`config.mk`:
```
export PLATFORM = sky130hd
export DESIGN_NAME = source_text_tokenizer
export DESIGN_NICKNAME = d
export VERILOG_FILES = /design/src/rtl/stt_pkg.sv /design/src/rtl/stt_lexer.sv /design/src/rtl/stt_outbuf.sv /design/src/rtl/source_text_tokenizer.sv
export SDC_FILE = /design/constraint.sdc
export NUM_CORES = 1
export LEC_CHECK = 0
export BUFFER_PORTS_ARGS = -buffer_cell sky130_fd_sc_hd__buf_2
export CELL_PAD_IN_SITES_DETAIL_PLACEMENT = 1
export CELL_PAD_IN_SITES_GLOBAL_PLACEMENT = 1
export CORE_MARGIN = 4
export CORE_UTILIZATION = 40
export CTS_BUF_LIST = sky130_fd_sc_hd__clkbuf_8 sky130_fd_sc_hd__clkbuf_16
export DETAILED_ROUTE_END_ITERATION = 16
export MAX_ROUTING_LAYER = met4
export PLACE_DENSITY = 0.71
export SLEW_MARGIN = 20
export SYNTH_ARGS = -nofsm -noshare
export SYNTH_HDL_FRONTEND = slang
export SYNTH_SLANG_ARGS = --single-unit
```
`constraint.sdc`:
```
create_clock -name i_clk -period 3.65 [get_ports i_clk]
set_clock_uncertainty 0.2 [all_clocks]
set_input_delay 0.365 -clock i_clk [delete_from_list [all_inputs] [get_ports i_clk]]
set_output_delay 0.365 -clock i_clk [all_outputs]
set_load 0.1 [all_outputs]
```
`src/rtl/stt_pkg.sv`:
```
// ----------------------------------------------------------------------------
// stt_pkg: shared types, codes and character helpers for the tokenizer
// Result item layout, configuration bundle and byte classification functions.
// ----------------------------------------------------------------------------
package stt_pkg;

    // item kinds
    localparam logic [1:0] ITEM_CHAR = 2'd0;
    localparam logic [1:0] ITEM_END  = 2'd1;
    localparam logic [1:0] ITEM_ERR  = 2'd2;

    // token classes
    localparam logic [4:0] CLS_IDENT     = 5'd0;
    localparam logic [4:0] CLS_NUMBER    = 5'd1;
    localparam logic [4:0] CLS_SPACES    = 5'd2;
    localparam logic [4:0] CLS_EOF       = 5'd3;
    localparam logic [4:0] CLS_OPERATOR  = 5'd4;
    localparam logic [4:0] CLS_PAREN     = 5'd5;
    localparam logic [4:0] CLS_BRACE     = 5'd6;
    localparam logic [4:0] CLS_NEWLINE   = 5'd7;
    localparam logic [4:0] CLS_TAB       = 5'd8;
    localparam logic [4:0] CLS_BRACKET   = 5'd9;
    localparam logic [4:0] CLS_CHAR      = 5'd10;
    localparam logic [4:0] CLS_STRING    = 5'd11;
    localparam logic [4:0] CLS_DOT       = 5'd12;
    localparam logic [4:0] CLS_COLON     = 5'd13;
    localparam logic [4:0] CLS_SEMICOLON = 5'd14;
    localparam logic [4:0] CLS_GREATER   = 5'd15;
    localparam logic [4:0] CLS_LESS      = 5'd16;
    localparam logic [4:0] CLS_OTHER     = 5'd17;
    localparam logic [4:0] CLS_PERCENT   = 5'd18;
    localparam logic [4:0] CLS_BAR       = 5'd19;
    localparam logic [4:0] CLS_COMMENT   = 5'd20;
    localparam logic [4:0] CLS_ESCAPE    = 5'd21;

    // error codes
    localparam logic [2:0] ERR_OPEN_COMMENT  = 3'd1;
    localparam logic [2:0] ERR_OPEN_STRING   = 3'd2;
    localparam logic [2:0] ERR_BAD_ESCAPE    = 3'd3;
    localparam logic [2:0] ERR_EMPTY_CHAR    = 3'd4;
    localparam logic [2:0] ERR_UNCLOSED_CHAR = 3'd5;

    // configuration register indexes
    localparam logic [1:0] REG_SPACES   = 2'd0;
    localparam logic [1:0] REG_TABS     = 2'd1;
    localparam logic [1:0] REG_NEWLINES = 2'd2;
    localparam logic [1:0] REG_COMMENTS = 2'd3;

    // bytes of interest
    localparam logic [7:0] CH_NUL     = 8'h00;
    localparam logic [7:0] CH_BEL     = 8'h07;
    localparam logic [7:0] CH_BS      = 8'h08;
    localparam logic [7:0] CH_TAB     = 8'h09;
    localparam logic [7:0] CH_NL      = 8'h0A;
    localparam logic [7:0] CH_VT      = 8'h0B;
    localparam logic [7:0] CH_FF      = 8'h0C;
    localparam logic [7:0] CH_CR      = 8'h0D;
    localparam logic [7:0] CH_SPACE   = 8'h20;
    localparam logic [7:0] CH_DQUOTE  = 8'h22;
    localparam logic [7:0] CH_PERCENT = 8'h25;
    localparam logic [7:0] CH_QUOTE   = 8'h27;
    localparam logic [7:0] CH_LPAREN  = 8'h28;
    localparam logic [7:0] CH_RPAREN  = 8'h29;
    localparam logic [7:0] CH_STAR    = 8'h2A;
    localparam logic [7:0] CH_PLUS    = 8'h2B;
    localparam logic [7:0] CH_MINUS   = 8'h2D;
    localparam logic [7:0] CH_DOT     = 8'h2E;
    localparam logic [7:0] CH_SLASH   = 8'h2F;
    localparam logic [7:0] CH_ZERO    = 8'h30;
    localparam logic [7:0] CH_NINE    = 8'h39;
    localparam logic [7:0] CH_COLON   = 8'h3A;
    localparam logic [7:0] CH_SEMI    = 8'h3B;
    localparam logic [7:0] CH_LT      = 8'h3C;
    localparam logic [7:0] CH_EQ      = 8'h3D;
    localparam logic [7:0] CH_GT      = 8'h3E;
    localparam logic [7:0] CH_QMARK   = 8'h3F;
    localparam logic [7:0] CH_UP_A    = 8'h41;
    localparam logic [7:0] CH_UP_Z    = 8'h5A;
    localparam logic [7:0] CH_LBRACK  = 8'h5B;
    localparam logic [7:0] CH_BSLASH  = 8'h5C;
    localparam logic [7:0] CH_RBRACK  = 8'h5D;
    localparam logic [7:0] CH_CARET   = 8'h5E;
    localparam logic [7:0] CH_UNDER   = 8'h5F;
    localparam logic [7:0] CH_LO_A    = 8'h61;
    localparam logic [7:0] CH_LO_B    = 8'h62;
    localparam logic [7:0] CH_LO_F    = 8'h66;
    localparam logic [7:0] CH_LO_N    = 8'h6E;
    localparam logic [7:0] CH_LO_R    = 8'h72;
    localparam logic [7:0] CH_LO_T    = 8'h74;
    localparam logic [7:0] CH_LO_V    = 8'h76;
    localparam logic [7:0] CH_LO_Z    = 8'h7A;
    localparam logic [7:0] CH_LBRACE  = 8'h7B;
    localparam logic [7:0] CH_BAR     = 8'h7C;
    localparam logic [7:0] CH_RBRACE  = 8'h7D;

    typedef struct packed {
        logic [2:0] error_code;
        logic [4:0] token_class;
        logic [7:0] char_value;
        logic [1:0] item_type;
    } t_res;

    typedef struct packed {
        logic comments_enable;
        logic newlines_enable;
        logic tabs_enable;
        logic spaces_enable;
    } t_cfg;

    // results of one byte, slot 0 first
    typedef struct packed {
        t_res [3:0] res;
        logic [2:0] cnt;
    } t_lex_out;

    function automatic t_res mk_char(input logic [7:0] c);
        t_res r;
        r             = '0;
        r.item_type   = ITEM_CHAR;
        r.char_value  = c;
        return r;
    endfunction

    function automatic t_res mk_end(input logic [4:0] cls);
        t_res r;
        r             = '0;
        r.item_type   = ITEM_END;
        r.token_class = cls;
        return r;
    endfunction

    function automatic t_res mk_err(input logic [2:0] e);
        t_res r;
        r            = '0;
        r.item_type  = ITEM_ERR;
        r.error_code = e;
        return r;
    endfunction

    function automatic logic is_digit(input logic [7:0] c);
        return (c >= CH_ZERO) && (c <= CH_NINE);
    endfunction

    function automatic logic is_word(input logic [7:0] c);
        return is_digit(c) || ((c >= CH_LO_A) && (c <= CH_LO_Z)) ||
               ((c >= CH_UP_A) && (c <= CH_UP_Z)) || (c == CH_UNDER);
    endfunction

    // escape letter accepted after a backslash in strings and chars
    function automatic logic lit_escape(input logic [7:0] c);
        logic ok;
        case (c) inside
            CH_LO_N, CH_LO_T, CH_LO_V, CH_LO_R, CH_LO_F, CH_LO_B, CH_LO_A,
            CH_BSLASH, CH_QMARK, CH_DQUOTE, CH_QUOTE, CH_ZERO: ok = 1'b1;
            default: ok = 1'b0;
        endcase
        return ok;
    endfunction

    // second character of the two-character form of a raw byte, NUL if none
    function automatic logic [7:0] raw_form(input logic [7:0] c);
        logic [7:0] r;
        case (c)
            CH_NL:     r = CH_LO_N;
            CH_TAB:    r = CH_LO_T;
            CH_VT:     r = CH_LO_V;
            CH_CR:     r = CH_LO_R;
            CH_FF:     r = CH_LO_F;
            CH_BS:     r = CH_LO_B;
            CH_BEL:    r = CH_LO_A;
            CH_BSLASH: r = CH_BSLASH;
            CH_QMARK:  r = CH_QMARK;
            CH_DQUOTE: r = CH_DQUOTE;
            CH_QUOTE:  r = CH_QUOTE;
            default:   r = CH_NUL;
        endcase
        return r;
    endfunction

endpackage

```
`src/rtl/stt_lexer.sv`:
```
// ----------------------------------------------------------------------------
// stt_lexer: lexer state and per-byte result logic
// Holds the lexer mode and run flags, and decodes one byte into up to four
// result items in a single pass.
// ----------------------------------------------------------------------------
module stt_lexer (
    input  logic               i_clk,
    input  logic               i_rst_n,
    input  logic               i_en,
    input  logic [7:0]         i_char,
    input  stt_pkg::t_cfg      i_cfg,
    output stt_pkg::t_lex_out  o_lex
);

    localparam logic [3:0] M_IDLE       = 4'd0;
    localparam logic [3:0] M_IDENT      = 4'd1;
    localparam logic [3:0] M_SPACES     = 4'd2;
    localparam logic [3:0] M_SLASH      = 4'd3;
    localparam logic [3:0] M_BLOCK_KEEP = 4'd4;
    localparam logic [3:0] M_BSTAR_KEEP = 4'd5;
    localparam logic [3:0] M_BLOCK_DROP = 4'd6;
    localparam logic [3:0] M_BSTAR_DROP = 4'd7;
    localparam logic [3:0] M_LINE_KEEP  = 4'd8;
    localparam logic [3:0] M_LINE_DROP  = 4'd9;
    localparam logic [3:0] M_ESCAPE     = 4'd10;
    localparam logic [3:0] M_STRING     = 4'd11;
    localparam logic [3:0] M_STR_ESC    = 4'd12;
    localparam logic [3:0] M_CHAR_FIRST = 4'd13;
    localparam logic [3:0] M_CHAR_ESC   = 4'd14;
    localparam logic [3:0] M_CHAR_CLOSE = 4'd15;

    logic [3:0] r_mode, n_mode;
    logic       r_dig, n_dig;
    logic       r_let, n_let;

    // start-of-token decode of the byte
    stt_pkg::t_res id_res [2];
    logic [1:0]    id_cnt;
    logic [3:0]    id_mode;
    logic          id_dig, id_let;

    // results of the current mode, placed ahead of the start-of-token results
    stt_pkg::t_res pre [4];
    logic [2:0]    pre_cnt;
    logic          do_idle;

    logic          keep, star;
    logic [7:0]    raw;

    assign keep = (r_mode == M_BLOCK_KEEP) || (r_mode == M_BSTAR_KEEP);
    assign star = (r_mode == M_BSTAR_KEEP) || (r_mode == M_BSTAR_DROP);
    assign raw  = stt_pkg::raw_form(i_char);

    always_comb begin
        id_res[0] = '0;
        id_res[1] = '0;
        id_cnt    = 2'd0;
        id_mode   = M_IDLE;
        id_dig    = r_dig;
        id_let    = r_let;
        if (stt_pkg::is_word(i_char)) begin
            id_dig    = stt_pkg::is_digit(i_char);
            id_let    = !stt_pkg::is_digit(i_char);
            id_mode   = M_IDENT;
            id_res[0] = stt_pkg::mk_char(i_char);
            id_cnt    = 2'd1;
        end else begin
            id_res[0] = stt_pkg::mk_char(i_char);
            id_cnt    = 2'd2;
            case (i_char) inside
                stt_pkg::CH_NUL: begin
                    id_res[0] = stt_pkg::mk_end(stt_pkg::CLS_EOF);
                    id_cnt    = 2'd1;
                end
                stt_pkg::CH_SLASH: begin
                    id_mode = M_SLASH;
                    id_cnt  = 2'd0;
                end
                stt_pkg::CH_CARET, stt_pkg::CH_STAR, stt_pkg::CH_PLUS,
                stt_pkg::CH_MINUS, stt_pkg::CH_EQ:
                    id_res[1] = stt_pkg::mk_end(stt_pkg::CLS_OPERATOR);
                stt_pkg::CH_LPAREN, stt_pkg::CH_RPAREN:
                    id_res[1] = stt_pkg::mk_end(stt_pkg::CLS_PAREN);
                stt_pkg::CH_LBRACE, stt_pkg::CH_RBRACE:
                    id_res[1] = stt_pkg::mk_end(stt_pkg::CLS_BRACE);
                stt_pkg::CH_LBRACK, stt_pkg::CH_RBRACK:
                    id_res[1] = stt_pkg::mk_end(stt_pkg::CLS_BRACKET);
                stt_pkg::CH_BSLASH: begin
                    id_mode = M_ESCAPE;
                    id_cnt  = 2'd0;
                end
                stt_pkg::CH_TAB: begin
                    id_res[1] = stt_pkg::mk_end(stt_pkg::CLS_TAB);
                    id_cnt    = i_cfg.tabs_enable ? 2'd2 : 2'd0;
                end
                stt_pkg::CH_NL: begin
                    id_res[1] = stt_pkg::mk_end(stt_pkg::CLS_NEWLINE);
                    id_cnt    = i_cfg.newlines_enable ? 2'd2 : 2'd0;
                end
                stt_pkg::CH_DQUOTE: begin
                    id_mode = M_STRING;
                    id_cnt  = 2'd0;
                end
                stt_pkg::CH_QUOTE: begin
                    id_mode = M_CHAR_FIRST;
                    id_cnt  = 2'd0;
                end
                stt_pkg::CH_SPACE: begin
                    id_mode = i_cfg.spaces_enable ? M_SPACES : M_IDLE;
                    id_cnt  = i_cfg.spaces_enable ? 2'd1 : 2'd0;
                end
                stt_pkg::CH_DOT:
                    id_res[1] = stt_pkg::mk_end(stt_pkg::CLS_DOT);
                stt_pkg::CH_COLON:
                    id_res[1] = stt_pkg::mk_end(stt_pkg::CLS_COLON);
                stt_pkg::CH_SEMI:
                    id_res[1] = stt_pkg::mk_end(stt_pkg::CLS_SEMICOLON);
                stt_pkg::CH_GT:
                    id_res[1] = stt_pkg::mk_end(stt_pkg::CLS_GREATER);
                stt_pkg::CH_LT:
                    id_res[1] = stt_pkg::mk_end(stt_pkg::CLS_LESS);
                stt_pkg::CH_BAR:
                    id_res[1] = stt_pkg::mk_end(stt_pkg::CLS_BAR);
                stt_pkg::CH_PERCENT:
                    id_res[1] = stt_pkg::mk_end(stt_pkg::CLS_PERCENT);
                default:
                    id_res[1] = stt_pkg::mk_end(stt_pkg::CLS_OTHER);
            endcase
        end
    end

    always_comb begin
        pre[0]  = '0;
        pre[1]  = '0;
        pre[2]  = '0;
        pre[3]  = '0;
        pre_cnt = 3'd0;
        do_idle = 1'b0;
        n_mode  = r_mode;
        n_dig   = r_dig;
        n_let   = r_let;
        unique case (r_mode)
            M_IDENT: begin
                if (stt_pkg::is_word(i_char)) begin
                    if (stt_pkg::is_digit(i_char)) begin
                        n_dig = 1'b1;
                    end else begin
                        n_let = 1'b1;
                    end
                    pre[0]  = stt_pkg::mk_char(i_char);
                    pre_cnt = 3'd1;
                end else begin
                    pre[0]  = stt_pkg::mk_end((r_dig && !r_let) ?
                                              stt_pkg::CLS_NUMBER : stt_pkg::CLS_IDENT);
                    pre_cnt = 3'd1;
                    do_idle = 1'b1;
                end
            end
            M_SPACES: begin
                if (i_char == stt_pkg::CH_SPACE) begin
                    pre[0]  = stt_pkg::mk_char(i_char);
                    pre_cnt = 3'd1;
                end else begin
                    pre[0]  = stt_pkg::mk_end(stt_pkg::CLS_SPACES);
                    pre_cnt = 3'd1;
                    do_idle = 1'b1;
                end
            end
            M_SLASH: begin
                if (i_char == stt_pkg::CH_STAR) begin
                    n_mode = i_cfg.comments_enable ? M_BLOCK_KEEP : M_BLOCK_DROP;
                end else if (i_char == stt_pkg::CH_SLASH) begin
                    n_mode = i_cfg.comments_enable ? M_LINE_KEEP : M_LINE_DROP;
                end else begin
                    // lone slash: an operator token, then lex this byte afresh
                    pre[0]  = stt_pkg::mk_char(stt_pkg::CH_SLASH);
                    pre[1]  = stt_pkg::mk_end(stt_pkg::CLS_OPERATOR);
                    pre_cnt = 3'd2;
                    do_idle = 1'b1;
                end
            end
            M_BLOCK_KEEP, M_BSTAR_KEEP, M_BLOCK_DROP, M_BSTAR_DROP: begin
                if (i_char == stt_pkg::CH_NUL) begin
                    pre[0]  = stt_pkg::mk_err(stt_pkg::ERR_OPEN_COMMENT);
                    pre_cnt = 3'd1;
                    n_mode  = M_IDLE;
                end else if (star && (i_char == stt_pkg::CH_SLASH)) begin
                    pre[0]  = stt_pkg::mk_end(stt_pkg::CLS_COMMENT);
                    pre_cnt = keep ? 3'd1 : 3'd0;
                    n_mode  = M_IDLE;
                end else if (i_char == stt_pkg::CH_STAR) begin
                    // a held star is flushed only when the next byte is not a slash
                    pre[0]  = stt_pkg::mk_char(stt_pkg::CH_STAR);
                    pre_cnt = (star && keep) ? 3'd1 : 3'd0;
                    n_mode  = keep ? M_BSTAR_KEEP : M_BSTAR_DROP;
                end else begin
                    if (star && keep) begin
                        pre[0]  = stt_pkg::mk_char(stt_pkg::CH_STAR);
                        pre[1]  = stt_pkg::mk_char(i_char);
                        pre_cnt = 3'd2;
                    end else begin
                        pre[0]  = stt_pkg::mk_char(i_char);
                        pre_cnt = keep ? 3'd1 : 3'd0;
                    end
                    n_mode = keep ? M_BLOCK_KEEP : M_BLOCK_DROP;
                end
            end
            M_LINE_KEEP, M_LINE_DROP: begin
                if ((i_char == stt_pkg::CH_NUL) || (i_char == stt_pkg::CH_NL)) begin
                    pre[0]  = stt_pkg::mk_end(stt_pkg::CLS_COMMENT);
                    pre_cnt = (r_mode == M_LINE_KEEP) ? 3'd1 : 3'd0;
                    do_idle = 1'b1;
                end else begin
                    pre[0]  = stt_pkg::mk_char(i_char);
                    pre_cnt = (r_mode == M_LINE_KEEP) ? 3'd1 : 3'd0;
                end
            end
            M_ESCAPE: begin
                case (i_char) inside
                    stt_pkg::CH_LO_N, stt_pkg::CH_LO_T, stt_pkg::CH_LO_R,
                    stt_pkg::CH_LO_V, stt_pkg::CH_ZERO, stt_pkg::CH_BSLASH,
                    stt_pkg::CH_DQUOTE, stt_pkg::CH_QUOTE, stt_pkg::CH_BS: begin
                        pre[0]  = stt_pkg::mk_char(stt_pkg::CH_BSLASH);
                        pre[1]  = stt_pkg::mk_char((i_char == stt_pkg::CH_BS) ?
                                                   stt_pkg::CH_LO_B : i_char);
                        pre[2]  = stt_pkg::mk_end(stt_pkg::CLS_ESCAPE);
                        pre_cnt = 3'd3;
                        n_mode  = M_IDLE;
                    end
                    default: begin
                        pre[0]  = stt_pkg::mk_err(stt_pkg::ERR_BAD_ESCAPE);
                        pre_cnt = 3'd1;
                        n_mode  = M_IDLE;
                    end
                endcase
            end
            M_STRING: begin
                if (i_char == stt_pkg::CH_NUL) begin
                    pre[0]  = stt_pkg::mk_err(stt_pkg::ERR_OPEN_STRING);
                    pre_cnt = 3'd1;
                    n_mode  = M_IDLE;
                end else if (i_char == stt_pkg::CH_DQUOTE) begin
                    pre[0]  = stt_pkg::mk_end(stt_pkg::CLS_STRING);
                    pre_cnt = 3'd1;
                    n_mode  = M_IDLE;
                end else if (i_char == stt_pkg::CH_BSLASH) begin
                    n_mode = M_STR_ESC;
                end else if (raw != stt_pkg::CH_NUL) begin
                    pre[0]  = stt_pkg::mk_char(stt_pkg::CH_BSLASH);
                    pre[1]  = stt_pkg::mk_char(raw);
                    pre_cnt = 3'd2;
                end else begin
                    pre[0]  = stt_pkg::mk_char(i_char);
                    pre_cnt = 3'd1;
                end
            end
            M_STR_ESC, M_CHAR_ESC: begin
                if (stt_pkg::lit_escape(i_char)) begin
                    pre[0]  = stt_pkg::mk_char(stt_pkg::CH_BSLASH);
                    pre[1]  = stt_pkg::mk_char(i_char);
                    pre_cnt = 3'd2;
                    n_mode  = (r_mode == M_STR_ESC) ? M_STRING : M_CHAR_CLOSE;
                end else begin
                    pre[0]  = stt_pkg::mk_err(stt_pkg::ERR_BAD_ESCAPE);
                    pre_cnt = 3'd1;
                    n_mode  = M_IDLE;
                end
            end
            M_CHAR_FIRST: begin
                if ((i_char == stt_pkg::CH_NUL) || (i_char == stt_pkg::CH_QUOTE)) begin
                    pre[0]  = stt_pkg::mk_err(stt_pkg::ERR_EMPTY_CHAR);
                    pre_cnt = 3'd1;
                    n_mode  = M_IDLE;
                end else if (i_char == stt_pkg::CH_BSLASH) begin
                    n_mode = M_CHAR_ESC;
                end else begin
                    if (raw != stt_pkg::CH_NUL) begin
                        pre[0]  = stt_pkg::mk_char(stt_pkg::CH_BSLASH);
                        pre[1]  = stt_pkg::mk_char(raw);
                        pre_cnt = 3'd2;
                    end else begin
                        pre[0]  = stt_pkg::mk_char(i_char);
                        pre_cnt = 3'd1;
                    end
                    n_mode = M_CHAR_CLOSE;
                end
            end
            M_CHAR_CLOSE: begin
                if (i_char == stt_pkg::CH_QUOTE) begin
                    pre[0] = stt_pkg::mk_end(stt_pkg::CLS_CHAR);
                end else begin
                    pre[0] = stt_pkg::mk_err(stt_pkg::ERR_UNCLOSED_CHAR);
                end
                pre_cnt = 3'd1;
                n_mode  = M_IDLE;
            end
            default: begin
                do_idle = 1'b1;
            end
        endcase
        if (do_idle) begin
            n_mode = id_mode;
            n_dig  = id_dig;
            n_let  = id_let;
        end
    end

    // merge: mode results first, then start-of-token results
    always_comb begin
        o_lex.cnt = pre_cnt + (do_idle ? {1'b0, id_cnt} : 3'd0);
        for (int k = 0; k < 4; k++) begin
            if (3'(k) < pre_cnt) begin
                o_lex.res[k] = pre[k];
            end else if ((3'(k) - pre_cnt) == 3'd0) begin
                o_lex.res[k] = id_res[0];
            end else begin
                o_lex.res[k] = id_res[1];
            end
        end
    end

    always_ff @(posedge i_clk) begin
        if (!i_rst_n) begin
            r_mode <= M_IDLE;
            r_dig  <= 1'b0;
            r_let  <= 1'b0;
        end else if (i_en) begin
            r_mode <= n_mode;
            r_dig  <= n_dig;
            r_let  <= n_let;
        end
    end

endmodule

```
`src/rtl/stt_outbuf.sv`:
```
// ----------------------------------------------------------------------------
// stt_outbuf: result register bank
// Holds up to four results of one byte, drains them one per ready cycle.
// ----------------------------------------------------------------------------
module stt_outbuf (
    input  logic               i_clk,
    input  logic               i_rst_n,
    input  logic               i_load,
    input  stt_pkg::t_lex_out  i_lex,
    input  logic               i_m_ready,
    output logic               o_in_ready,
    output logic               o_valid,
    output stt_pkg::t_res      o_res,
    output logic               o_last
);

    stt_pkg::t_res r_ent [4];
    stt_pkg::t_res n_ent [4];
    logic [3:0]    r_last, n_last;
    logic [2:0]    r_cnt, n_cnt;
    logic          pop;

    assign o_valid    = (r_cnt != 3'd0);
    assign o_res      = r_ent[0];
    assign o_last     = r_last[0];
    assign pop        = o_valid && i_m_ready;
    // take a new byte once the bank is empty or its final item leaves now
    assign o_in_ready = (r_cnt == 3'd0) || ((r_cnt == 3'd1) && i_m_ready);

    always_comb begin
        n_cnt = r_cnt;
        for (int i = 0; i < 4; i++) begin
            n_ent[i] = r_ent[i];
        end
        n_last = r_last;
        if (i_load) begin
            n_cnt = i_lex.cnt;
            for (int i = 0; i < 4; i++) begin
                n_ent[i]  = i_lex.res[i];
                n_last[i] = (3'(i) == (i_lex.cnt - 3'd1));
            end
        end else if (pop) begin
            n_cnt = r_cnt - 3'd1;
            for (int i = 0; i < 3; i++) begin
                n_ent[i]  = r_ent[i+1];
                n_last[i] = r_last[i+1];
            end
            n_last[3] = 1'b0;
        end
    end

    always_ff @(posedge i_clk) begin
        if (!i_rst_n) begin
            r_cnt <= 3'd0;
        end else begin
            r_cnt <= n_cnt;
        end
    end

    always_ff @(posedge i_clk) begin
        for (int i = 0; i < 4; i++) begin
            r_ent[i] <= n_ent[i];
        end
        r_last <= n_last;
    end

endmodule

```
`src/rtl/source_text_tokenizer.sv`:
```
// ----------------------------------------------------------------------------
// source_text_tokenizer: streaming source lexer, one byte per item
// Emits token characters, token ends carrying a class, or an error item.
// ----------------------------------------------------------------------------
// Latency: the first result of a byte is presented the cycle after it is taken.
// Throughput: one byte per cycle while each byte yields at most one result and
//   the output is ready; a byte with more results (up to 4) holds the input
//   until its last one leaves the single output port, one item per ready cycle.
// Reset (synchronous, active low): lexer back to idle, run flags cleared, all
//   four enables set, result bank emptied.
module source_text_tokenizer (
    input  logic        i_clk,
    input  logic        i_rst_n,
    // byte input
    input  logic        i_s_tvalid,
    output logic        o_s_tready,
    input  logic [7:0]  i_s_tdata,    // [7:0] char_in
    // result output
    output logic        o_m_tvalid,
    input  logic        i_m_tready,
    output logic [15:0] o_m_tdata,    // [7:0] char_value, [12:8] token_class,
                                      // [15:13] error_code
    output logic [1:0]  o_m_tuser,    // [1:0] item_type
    output logic        o_m_tlast,    // final result of the byte
    // configuration writes
    input  logic        i_cfg_valid,
    output logic        o_cfg_ready,
    input  logic [1:0]  i_cfg_index,
    input  logic        i_cfg_data
);

    stt_pkg::t_cfg     r_cfg;
    stt_pkg::t_lex_out lex;
    stt_pkg::t_res     res;
    logic              load;
    logic              buf_ready;

    // Configuration: always ready; user must write only while block is quiet.
    assign o_cfg_ready = 1'b1;

    always_ff @(posedge i_clk) begin
        if (!i_rst_n) begin
            r_cfg <= '1;
        end else if (i_cfg_valid) begin
            unique case (i_cfg_index)
                stt_pkg::REG_SPACES:   r_cfg.spaces_enable   <= i_cfg_data;
                stt_pkg::REG_TABS:     r_cfg.tabs_enable     <= i_cfg_data;
                stt_pkg::REG_NEWLINES: r_cfg.newlines_enable <= i_cfg_data;
                stt_pkg::REG_COMMENTS: r_cfg.comments_enable <= i_cfg_data;
                default:               r_cfg                 <= r_cfg;
            endcase
        end
    end

    // Take a byte whenever the result bank can be reloaded this cycle; the
    // lexer advances its mode on the same edge that the bank loads.
    assign o_s_tready = buf_ready;
    assign load       = i_s_tvalid && buf_ready;

    stt_lexer u_lexer (
        .i_clk   (i_clk),
        .i_rst_n (i_rst_n),
        .i_en    (load),
        .i_char  (i_s_tdata),
        .i_cfg   (r_cfg),
        .o_lex   (lex)
    );

    // Hold the results of the byte and drain them in order, last one marked.
    stt_outbuf u_outbuf (
        .i_clk      (i_clk),
        .i_rst_n    (i_rst_n),
        .i_load     (load),
        .i_lex      (lex),
        .i_m_ready  (i_m_tready),
        .o_in_ready (buf_ready),
        .o_valid    (o_m_tvalid),
        .o_res      (res),
        .o_last     (o_m_tlast)
    );

    assign o_m_tdata = {res.error_code, res.token_class, res.char_value};
    assign o_m_tuser = res.item_type;

endmodule

```
**Yosys cells after proc, flatten, opt, wreduce, memory -nomap -nowiden**

Memories as Yosys holds them, arrays and structs flattened.
Cells that the tools add are included.

- Input port bits: 16
- Output and inout bits: 22
- Memories: 1
- Register bits after elaboration: 17
- Bits in writable memories: 72
- Word-level logic and storage cells: 298

- Magnitude comparators: 10
- Mux-type cells: 154
- $add $sub $neg: 7
- Reductions and logical operators: 52
- Equal/unequal tests: 65

Memory list:

| memory | words | width | read ports | clocked after Yosys merged registers in | write ports | line | RTL |
|---|---|---|---|---|---|---|---|
| u_outbuf.r_ent | 4 | 18 | 4 | 0 | 4 | stt_outbuf.sv:17 | `stt_pkg::t_res r_ent [4];` |

Operator list:

| cell | count |
|---|---|
| 18-bit 2-to-1 mux | 42 |
| 18-bit one-hot mux with 10 select lines | 1 |
| 8-bit by 6-bit equality test with 1-bit output, second input constant | 18 |
| 8-bit by 7-bit equality test with 1-bit output, second input constant | 15 |
| 54-bit 2-to-1 mux | 2 |
| 18-bit one-hot mux with 6 select lines | 1 |
| 4-bit 2-to-1 mux | 26 |
| 7-bit one-hot mux with 11 select lines | 1 |
| 36-bit 2-to-1 mux | 2 |
| 2-bit 2-to-1 mux | 26 |
| 8-bit by 4-bit equality test with 1-bit output, second input constant | 6 |
| 12-bit 2-to-1 mux | 4 |
| 10-bit 2-to-1 mux | 4 |
| 17-bit 2-to-1 mux | 2 |
| 4-bit equality test, second input constant | 8 |
| 15-bit 2-to-1 mux | 2 |
| 3-bit 2-to-1 mux | 10 |
| 28-bit 2-to-1 mux | 1 |
| 26-bit 2-to-1 mux | 1 |
| 1-bit 2-to-1 mux | 24 |
| 3-bit one-hot mux with 8 select lines | 1 |
| 4-bit one-hot mux with 6 select lines | 1 |
| 3-bit zero test | 6 |
| 4-bit by 3-bit equality test with 1-bit output, second input constant | 4 |
| 42 further kinds | 80 |

**Logic depth before layout (Yosys ltp)**

Gate-level depths: netlist of run 1.

- Word-level depth: 24
- Mapped depth: 15
- Gate-level depth less buffers: 12

**By module**

From an unflattened synthesis of run 1, not the netlist that was laid out.

- Cells, all modules: 602
- Area total of the unflattened synthesis: 6077.1 um^2

By module, submodules not included:

| module | instances | area each (um^2) | sequential area each (um^2) | cells an instance |
|---|---|---|---|---|
| stt_outbuf | 1 | 3239.4 | 2342.2 | 174 |
| stt_lexer | 1 | 2635.0 | 120.1 | 408 |
| source_text_tokenizer | 1 | 202.7 | 80.1 | 20 |

**Least setup slack after synthesis of run 1**

Ideal clock, no wire load.

- Path kind: register to register
- From: register u_outbuf.r_cnt[0]
- To: memory u_outbuf.r_ent[0][10] (netlist bit), data pin
- Library setup time: 0.298 ns
- Stages on the path, launching flop included: 9
- Path slack: -0.176 ns
- Arrival: 3.328 ns
- Period minus slack after synthesis: 3.826 ns
- Path through: dfxtp_1 -> inv_1 -> ha_1 -> a21oi_1 -> nor2_1 -> nand2_1 -> inv_2 -> clkbuf_1 -> a31oi_1

RTL lines:

| what | line | RTL |
|---|---|---|
| start, declared | stt_outbuf.sv:20 | `logic [2:0] r_cnt, n_cnt;` |
| start signal, assigned | stt_outbuf.sv:56 | `r_cnt <= n_cnt;` |
| end, declared | stt_outbuf.sv:17 |  |

==> results.toml, run 1 <==
[layout]
layout-drive-gt1-share_pct = 22.6
fillers = 1517
final_area_sq_mm = 0.00639
n_antenna_cell = 0
final_nets = 692
area_delta_synth_final_pct = 20.1

[yosys]
ys_seq_elements = 77
syn_nets = 619
synth_area_sq_mm = 0.00532
synth_ff_type = "edfxtp_1"
synth.area.top_cells = "edfxtp_1, nand2_1, dfxtp_1, nor2_1, o21ai_0"
synth_top_area_share_pct = 36.1
synthDistinctLibCells = 94
ys_async_sr_fraction_pct = 0
ys_seq_area_share_pct = 41.0
postSynthCellCount = 598
synthTopCellsByCount = "nand2_1, edfxtp_1, nor2_1, o21ai_0, a21oi_1"
yosys.area.top_type = "edfxtp_1"
yosysWarnings = 0
avgSynthCellArea_sq_um = 8.90
synth.most_common_cell = "nand2_1"
synth_edf_count = 64

[sta]
setup_viol = 0
slew_violations = 0
rsz0062_at_grt = "no"
fmax_ghz = 0.293
fin_setup_tns_ns = 0
tightest_slew_ns = 0.679
period_minus_slack_ns = 3.41
finalCritPeriodShare_pct = 93.4
slew_headroom_pct = 54.5
hold_viol = 0

[route]
ant_nets = 0
wl_per_cell_um = 22.3
wl_mm = 18.9
vias = 5165
drcViolationCount = 0
drtIter0Drc = 432
vias_per_cell = 6.09
dr.pass1.iters = 4

[floorplanning]
coreArea_sq_mm = 0.0128
die_w_um = 123
rows = 41
dieArea_sq_mm = 0.0152
io-pin-count = 38
die_h_um = 123
initial_core_util_pct = 41.5

[clock_tree]
clock_sinks = 77
htreeDepth = 3
cts_tree = "done"
postCtsHoldBufs = 0
cts_buffer_depth = 2
root_buffer = "clkbuf_16"
worstSkewPairLatency_ns = 0.35
clkTransAtPathRegs_ns = 0.06
cts_buffers = 9

[power_and_ir_drop]
peakVddDrop_uv = 317
power-per-cell-area_mw_per_mm2 = 873
total_power_uw = 5580
p_leak_uw = 0.00241

[setup_path]
crit_family = "compound AO/OA/AOI/OAI gates"
crit_path_max_fanout = 16
critical_path_buf_inv_count = 2
ff2ff_path_depth = 10
worstSetupPathType = "flop to flop"
critPathCaptureType = "flop"
cpMaxStageDelayCell = "dfxtp_1"
r2r-end = "u_outbuf.r_ent[2][10]"
crit_cells = 10
required_ns = 3.55
crit_chain = "nand4b_1 -> a21oi_1 -> o32ai_1 -> nor2_1 -> nor4_4 -> inv_2 -> buf_4 -> nand2_1 -> a21o_1 -> o32a_1"
ff2ff_setup_slack_ns = 0.24
worstReg2RegStart = "u_lexer.r_mode[0]"
cp_slowest_stage_delay_ns = 0.74
crit_start = "u_lexer.r_mode[0]"
crit_path_end = "u_outbuf.r_ent[2][10]"
worstSetupStartpointType = "flop"
arrival_ns = 3.31

[global_route]
antenna_found_initial = 0
grt_pass1_vias = 5361
grt_pass1_wl_mm = 30.4
track_usage_pct = 26.8
grt_overflow = 0
grt_start_max_net_pins = 54

[min_path]
hold_class = "primary input to flop"

[outcome]
outcome = "complete, no violations"

[flow_run]
max_cap_viol_count = 0

[placement]
hpwlAfterDp_mm = 14.2
placed_area_sq_mm = 0.00606
gp_congestion = 1.01
portBuffers = 36
how the worst min path moves through the flow:
stage                        end  cells after the start         startpoint  slack, ns
2_1_floorplan           r_cfg[0]                      1            i_rst_n       0.23
3_3_place_gp   u_outbuf.r_cnt[1]                      2  u_outbuf.r_cnt[1]       0.24
6_report                r_cfg[0]                      2            i_rst_n       0.04
3_5_place_dp   u_outbuf.r_cnt[1]                      2  u_outbuf.r_cnt[1]       0.26
5_1_grt                 r_cfg[0]                      2            i_rst_n       0.04
4_1_cts                 r_cfg[0]                      2            i_rst_n       0.03
per-stage QoR:
stage | worst slack (ns) | std cells | utilization (%) | hold WS (ns)
3_5_place_dp | -0.0261 | 832 | 47.3 | 0.260
4_1_cts | 0.198 | 848 | 49.8 | 0.0302
5_1_grt | 0.0735 | 848 | 49.8 | 0.0411
6_report | 0.240 | 848 | 49.8 | 0.0353
3_3_place_gp | 0.0951 | 832 | 47.3 | 0.244
2_1_floorplan | 0.0343 | 598 | - | 0.227
sequential cells by signal, summed over array words and instances, names as in the netlist:
name,flops
u_outbuf.r_ent,60
u_lexer.r_let,1
u_lexer.r_dig,1
u_outbuf.r_last,4
r_cfg,4
u_outbuf.r_cnt,3
u_lexer.r_mode,4
worst register-to-register path, stage by stage (launching register included):
cell      delay (ns)
dfxtp_1         0.74
nand4b_1        0.38
a21oi_1         0.33
o32ai_1         0.16
nor2_1          0.29
nor4_4          0.09
inv_2           0.08
buf_4           0.14
nand2_1         0.21
a21o_1          0.25
o32a_1          0.28
metal layers:
metal  share of wire [%]  vias up  global-route usage, %
met3                 4.6       22                   4.48
met4                 1.4        0                   6.30
met2                  49      132                   43.8
met1                  45     2597                   34.9
li1                    -     2414                      -
met5                   0        -                      -
cells by family (layout without fill, tap and decap cells):
logic type	after synthesis	in the layout	share of synthesized area (%)
AOI/OAI and AO/OA	184	184	24.8
xor gates and xnor gates	4	4	0.658
adders and majority gates	5	5	1.32
DFF	77	77	41.0
other	2	2	0.141
buffers and inverters	66	144	5.29
and+or+nand+nor	251	251	25.0
muxes	9	9	1.76
layout make-up:
type	count	area, sq um	share of cell area [%]
sequential	77	2180	34.2
timing repair buffer	107	726	11.4
clock buffer	9	225	3.52
clock inverter	7	97.6	1.53
multi-input combinational	455	2870	44.8
inverter	21	78.8	1.23
tap	172	215	3.37
timing repair:
action                     CTS  global route
resized for setup            0             2
buffers inserted             0             0
setup endpoints to repair    0             7
placed cells by master (no fill, tap or decap), types with 5 or more instances in the layout:
master | synthesis | final
o211ai_1 | 7 | 7
o21ai_0 | 34 | 34
nand4_1 | 6 | 6
dfxtp_1 | 13 | 12
a22oi_1 | 6 | 6
and2_1 | 13 | 13
o21a_1 | 5 | 5
a211oi_1 | 6 | 6
nor2_1 | 56 | 54
o22ai_1 | 6 | 6
nor3_1 | 20 | 20
a31oi_1 | 11 | 11
edfxtp_1 | 64 | 64
buf_4 | 2 | 70
inv_1 | 18 | 18
o31ai_1 | 5 | 5
mux2i_1 | 6 | 6
a22o_1 | 12 | 12
nand2_1 | 83 | 82
buf_2 | 15 | 36
nor2b_1 | 7 | 7
clkbuf_16 | 0 | 9
nand3_1 | 10 | 10
a21oi_1 | 32 | 32
nand2b_1 | 9 | 9
o32a_1 | 6 | 6
report_power, final:
part / internal [uW] / switching (uW)
Clock: 603 / 396
Sequential: 1480 / 155
Combinational: 792 / 2160
Total: 2870 / 2710
Note: power is estimated with default switching activity, not from simulation.
==> run 2, diff against run 1 <==
--- a/config.mk
+++ b/config.mk
@@ -13,7 +13,7 @@
 export CTS_BUF_LIST = sky130_fd_sc_hd__clkbuf_8 sky130_fd_sc_hd__clkbuf_16
 export DETAILED_ROUTE_END_ITERATION = 16
 export MAX_ROUTING_LAYER = met4
-export PLACE_DENSITY = 0.71
+export PLACE_DENSITY = 0.84
 export SLEW_MARGIN = 20
 export SYNTH_ARGS = -nofsm -noshare
 export SYNTH_HDL_FRONTEND = slang
==> run 2 against run 1 <==
Net effect:
- utilization decreased by 0.31 points
- setup slack got worse by 0.085 ns
- flip-flop and latch count unchanged
- global-route usage decreased by 1.2 points
- via count decreased by 0.85%
- largest cell class unchanged
==> results.toml, run 2 (synthesized netlist as in run 1, its figures left out) <==
[outcome]
outcome = "complete, no violations"

[clock_tree]
cts_buffer_depth = 2
cts_buffers = 9
worstSkewPairLatency_ns = 0.35
clock_sinks = 77
root_buffer = "clkbuf_16"
clkTransAtPathRegs_ns = 0.06
cts_tree = "done"
postCtsSetupBuffers = 0
htreeDepth = 3

[power_and_ir_drop]
total_power_uw = 5520
p_comb_share_pct = 53.4
switchingPower_uw = 2650
p_clk_share_pct = 17.4
p_int_uw = 2870
seqPwrFrac_pct = 29.2
p_sw_share_pct = 48.0
peakVddDrop_uv = 281
p_leak_uw = 0.00239
power-per-cell-area_mw_per_mm2 = 870

[layout]
layout-drive-gt1-share_pct = 21.8
largest_register_ffs = 60
mostFrequentLayoutCells = "nand2_1, edfxtp_1, buf_4"
layout_commonest_cell = "nand2_1"
final_area_sq_mm = 0.00635
n_antenna_cell = 0
final_nets = 686
area_delta_synth_final_pct = 19.4
final_util_pct = 49.5
top_register = "u_outbuf.r_ent"

[route]
wl_per_cell_um = 21.8
drcViolationCount = 0
drtIter0Drc = 467
vias = 5121
vias_per_cell = 6.09
dr.pass1.iters = 5
wl_mm = 18.3
ant_nets = 0

[global_route]
grt_pass1_vias = 5218
antenna_found_initial = 0
track_usage_pct = 25.6
grt_pass1_wl_mm = 28.8
grt_start_max_net_pins = 54
grt_overflow = 0

[sta]
worst_hold_slack_ns = 0.0504
finalCritPeriodShare_pct = 95.8
hold_viol = 0
tightest_slew_ns = 0.681
slew_headroom_pct = 54.1
setup_viol = 0
rsz0062_at_grt = "no"
slew_violations = 0
worst_slack_ns = 0.155
fmax_ghz = 0.286
period_minus_slack_ns = 3.50

[floorplanning]
die_w_um = 123
rows = 41
coreArea_sq_mm = 0.0128
initial_core_util_pct = 41.5
dieArea_sq_mm = 0.0152
die_h_um = 123
io-pin-count = 38

[setup_path]
required_ns = 3.57
crit_family = "simple AND/OR/NAND/NOR gates"
crit_path_max_fanout = 7
crit_chain = "buf_2 -> buf_4 -> or4b_1 -> nor2_1 -> nand2_1 -> a211o_2 -> nand2b_1 -> and4_1 -> fa_1 -> inv_1 -> o41ai_1"
critical_path_buf_inv_count = 3
arrival_ns = 3.42
critPathCaptureType = "flop"
cpMaxStageDelayCell = "or4b_1"
cp_slowest_stage_delay_ns = 0.57
worstSetupPathType = "primary input to flop"
worstSetupStartpointType = "primary input"

[placement]
portBuffers = 36
post-place-ws_ns = -0.0658
gp_congestion = 0.965
placed_area_sq_mm = 0.00602
hpwlAfterDp_mm = 13.6

[flow_run]
max_cap_viol_count = 0

[min_path]
hold_class = "primary input to flop"
[run 2: cell types whose count changed in the layout (fill, tap and decap cells not counted), sizes merged]
cell | previous run | this run
buf | 107 | 101
clkinv | 2 | 4
inv | 23 | 21
clkinvlp | 1 | 0
[run 2: power groups by stage]
| stage | clock network, uW | registers (uW) | logic [uW] |
|---|---|---|---|
| 2_1_floorplan | 0 | 2350 | 1420 |
| 3_3_place_gp | 0 | 1600 | 2830 |
| 3_5_place_dp | 0 | 1630 | 2910 |
| 4_1_cts | 973 | 1610 | 2940 |
| 5_1_grt | 1020 | 1640 | 3150 |
| 6_report | 962 | 1610 | 2950 |
[run 2: area by class of cell]
type | instances | area [sq um]
Fill cell | 1498 | 6470
Multi-Input combinational cell | 455 | 2880
Sequential cell | 77 | 2180
Timing Repair Buffer | 101 | 684
Clock buffer | 9 | 225
Tap cell | 172 | 215
Clock inverter | 6 | 87.6
Inverter | 21 | 78.8
[run 2: repair_timing]
action                                  4_1_cts  5_1_grt
hold buffers                                  0        0
gates resized for setup                       0        3
endpoints found under the setup margin        0        2
hold endpoints to repair                      0        0
[run 2: final timing paths]
kind	start	end	slack (ns)	depth (start not counted)
setup / recovery	i_s_tdata[4]	u_outbuf.r_last[2]	0.15	11
hold / removal	i_rst_n	r_cfg[1]	0.05	2
setup reg to reg	u_lexer.r_mode[0]	u_outbuf.r_last[2]	0.16	9
hold reg to reg	u_outbuf.r_cnt[1]	u_outbuf.r_cnt[1]	0.27	2
[run 2: per-stage QoR]
| stage | TNS (ns) | std cells |
|---|---|---|
| 2_1_floorplan | 0 | 598 |
| 3_3_place_gp | 0 | 826 |
| 3_5_place_dp | -0.104 | 826 |
| 4_1_cts | 0 | 841 |
| 5_1_grt | 0 | 841 |
| 6_report | 0 | 841 |
[run 2: worst reg2reg max path: stages, from the launching register on]
cell,delay (ns)
dfxtp_1,0.72
and4_1,0.30
a22oi_1,0.10
a21oi_1,0.30
o21ai_0,0.20
nor4_4,0.25
inv_2,0.09
fa_1,0.60
inv_1,0.10
o41ai_1,0.41
[run 2: per-layer routing]
metal | routed length (um) | GRT usage [%] | up-vias
li1 | - | - | 2386
met1 | 7950 | 32.6 | 2575
met2 | 9100 | 41.8 | 133
met3 | 861 | 4.16 | 27
met4 | 378 | 8.10 | 0
met5 | 0 | - | -
==> run 3, diff against run 2 <==
==> constraint.sdc (replaced) <==
create_clock -name i_clk -period 3.65 [get_ports i_clk]
set_clock_uncertainty 0.2 [all_clocks]
set_input_delay 1.095 -clock i_clk [delete_from_list [all_inputs] [get_ports i_clk]]
set_output_delay 1.095 -clock i_clk [all_outputs]
set_load 0.1 [all_outputs]
==> run 3 against run 2 <==
Net effect:
- the run now ends with negative setup slack left
- critical path depth is 2 higher
- global-route usage is 3.6 points higher
- sequential share of layout area is 5.2 points lower
- final cell count is 12% higher
- count of clock-buffer cells in the layout stayed put
- clock power is 8.0% lower
- register-to-register slack worse by 0.03 ns
- critical path type unchanged
- highest routed layer unchanged
==> results.toml, run 3 (synthesized netlist as in run 1, its figures left out) <==
[outcome]
outcome = "finished with violations"
violations = "negative setup slack"

[sta]
slew_violations = 0
tightest_slew_ns = 0.597
rsz0062_at_grt = "yes"
hold_viol = 0
slew_headroom_pct = 60.1
worst_hold_slack_ns = 0.300
fmax_ghz = 0.256
finalCritPeriodShare_pct = 107
setup_viol = 29
period_minus_slack_ns = 3.91
worst_slack_ns = -0.262

[setup_path]
critical_path_buf_inv_count = 4
critPathCaptureType = "flop"
arrival_ns = 3.82
crit_family = "simple AND/OR/NAND/NOR gates"
cpMaxStageDelayCell = "fa_2"
required_ns = 3.55
worstSetupPathType = "primary input to flop"
crit_path_max_fanout = 5
crit_chain = "buf_8 -> buf_4 -> buf_4 -> or4b_4 -> nor2_4 -> nand2_1 -> a211o_2 -> a21oi_4 -> a31oi_4 -> ha_4 -> fa_2 -> inv_2 -> and4_1"
path_common_cell = "buf_4"
cp_slowest_stage_delay_ns = 0.58
worstSetupStartpointType = "primary input"

[global_route]
grt_pass1_wl_mm = 32.7
antenna_found_initial = 0
grt_start_max_net_pins = 31
grt_pass1_vias = 5874
track_usage_pct = 29.2
grt_overflow = 0

[clock_tree]
clock_sinks = 77
worstSkewPairLatency_ns = 0.35
cts_buffers = 9
root_buffer = "clkbuf_16"
cts_buffer_depth = 2
htreeDepth = 3
cts_tree = "done"
clkTransAtPathRegs_ns = 0.07
postCtsHoldBufs = 0

[power_and_ir_drop]
peakVddDrop_uv = 340
p_leak_uw = 0.00297
p_clk_share_pct = 14.3
p_int_uw = 3110
switchingPower_uw = 3080
p_comb_share_pct = 59.3
seqPwrFrac_pct = 26.4
power-per-cell-area_mw_per_mm2 = 826
p_sw_share_pct = 49.7

[floorplanning]
io-pin-count = 38
die_h_um = 123
die_w_um = 123
rows = 41
coreArea_sq_mm = 0.0128
dieArea_sq_mm = 0.0152
initial_core_util_pct = 41.5

[layout]
area_delta_synth_final_pct = 40.8
n_antenna_cell = 0
regArea_sq_mm = 0.00218
multi_input_area_sq_mm = 0.00324
layout_commonest_cell = "buf_4"
layout-drive-gt1-share_pct = 38.7
mostFrequentLayoutCells = "buf_4, nand2_1, edfxtp_1"
final_nets = 787
final_util_pct = 58.4
largest_register_ffs = 60
final_area_sq_mm = 0.00749
top_register = "u_outbuf.r_ent"
fillers = 1499

[route]
drcViolationCount = 0
vias = 5958
drtIter0Drc = 626
vias_per_cell = 6.32
ant_nets = 0
dr.pass1.iters = 5
wl_mm = 23.0
wl_per_cell_um = 24.4

[placement]
placed_area_sq_mm = 0.00674
hpwlAfterDp_mm = 15.5
portBuffers = 36
gp_congestion = 0.965

[min_path]
hold_class = "flop to flop"

[flow_run]
max_cap_viol_count = 0
[run 3: cell count changes in the layout (fill, tap and decap cells not counted), sizes merged]
| cell | before | now |
|---|---|---|
| buf | 101 | 202 |
| bufinv | 2 | 0 |
| clkinvlp | 0 | 2 |
| inv | 21 | 23 |
| clkinv | 4 | 3 |
[run 3: power groups by stage]
stage | Clock (uW) | Sequential [uW] | Combinational, uW
6_report | 885 | 1640 | 3670
5_1_grt | 928 | 1660 | 3850
4_1_cts | 880 | 1630 | 3300
3_5_place_dp | 0 | 1640 | 3160
3_3_place_gp | 0 | 1610 | 3020
2_1_floorplan | 0 | 2350 | 1430
[run 3: worst paths after layout]
kind | start | endpoint | slack [ns] | cells after the start
setup / recovery | i_s_tdata[6] | u_outbuf.r_last[3] | -0.26 | 13
hold / removal | u_outbuf.r_cnt[1] | u_outbuf.r_cnt[1] | 0.30 | 2
setup reg to reg | u_lexer.r_mode[0] | u_outbuf.r_ent[0][3] | 0.13 | 10
hold reg to reg | u_outbuf.r_cnt[1] | u_outbuf.r_cnt[1] | 0.30 | 2
[run 3: final cells by class]
cell class	count	share of cell area, %
multi-input combinational	455	43.2
sequential	77	29.1
timing repair buffer	202	20.0
clock buffer	9	3.01
tap	172	2.87
inverter	21	1.05
clock inverter	7	0.768
[run 3: timing repair]
action / in CTS / in global routing
buffers inserted: 4 / 13
setup endpoints to repair: 37 / 46
cloned: 0 / 0
pin swaps: 14 / 25
endpoints found under the hold margin: 0 / 0
resized for setup: 26 / 52
[run 3: per-layer routing]
metal | vias up | global-route usage, % | share of wire (%)
met5 | - | - | 0
met4 | 0 | 10.7 | 4.9
met3 | 107 | 4.12 | 5.4
met2 | 297 | 49.9 | 50
met1 | 2954 | 35.1 | 40
li1 | 2600 | - | -
[run 3: metrics by stage]
| stage | total power, uW | setup WS (ns) | instances | setup TNS [ns] |
|---|---|---|---|---|
| 6_report | 6190 | -0.262 | 943 | -3.25 |
| 3_5_place_dp | 4800 | -0.754 | 912 | -22.35 |
| 3_3_place_gp | 4630 | -0.579 | 912 | -16.74 |
| 4_1_cts | 5810 | -0.266 | 932 | -1.45 |
| 2_1_floorplan | 3780 | -0.555 | 598 | -2.94 |
| 5_1_grt | 6440 | -0.353 | 943 | -5.98 |
[run 3: tightest hold or removal path, delay by kind of cell (launching register included)]
family,cells,cell delay (ns)
AO/OA/AOI/OAI,1,0.06
flip-flops,1,0.32
AND/OR/NAND/NOR,1,0.08
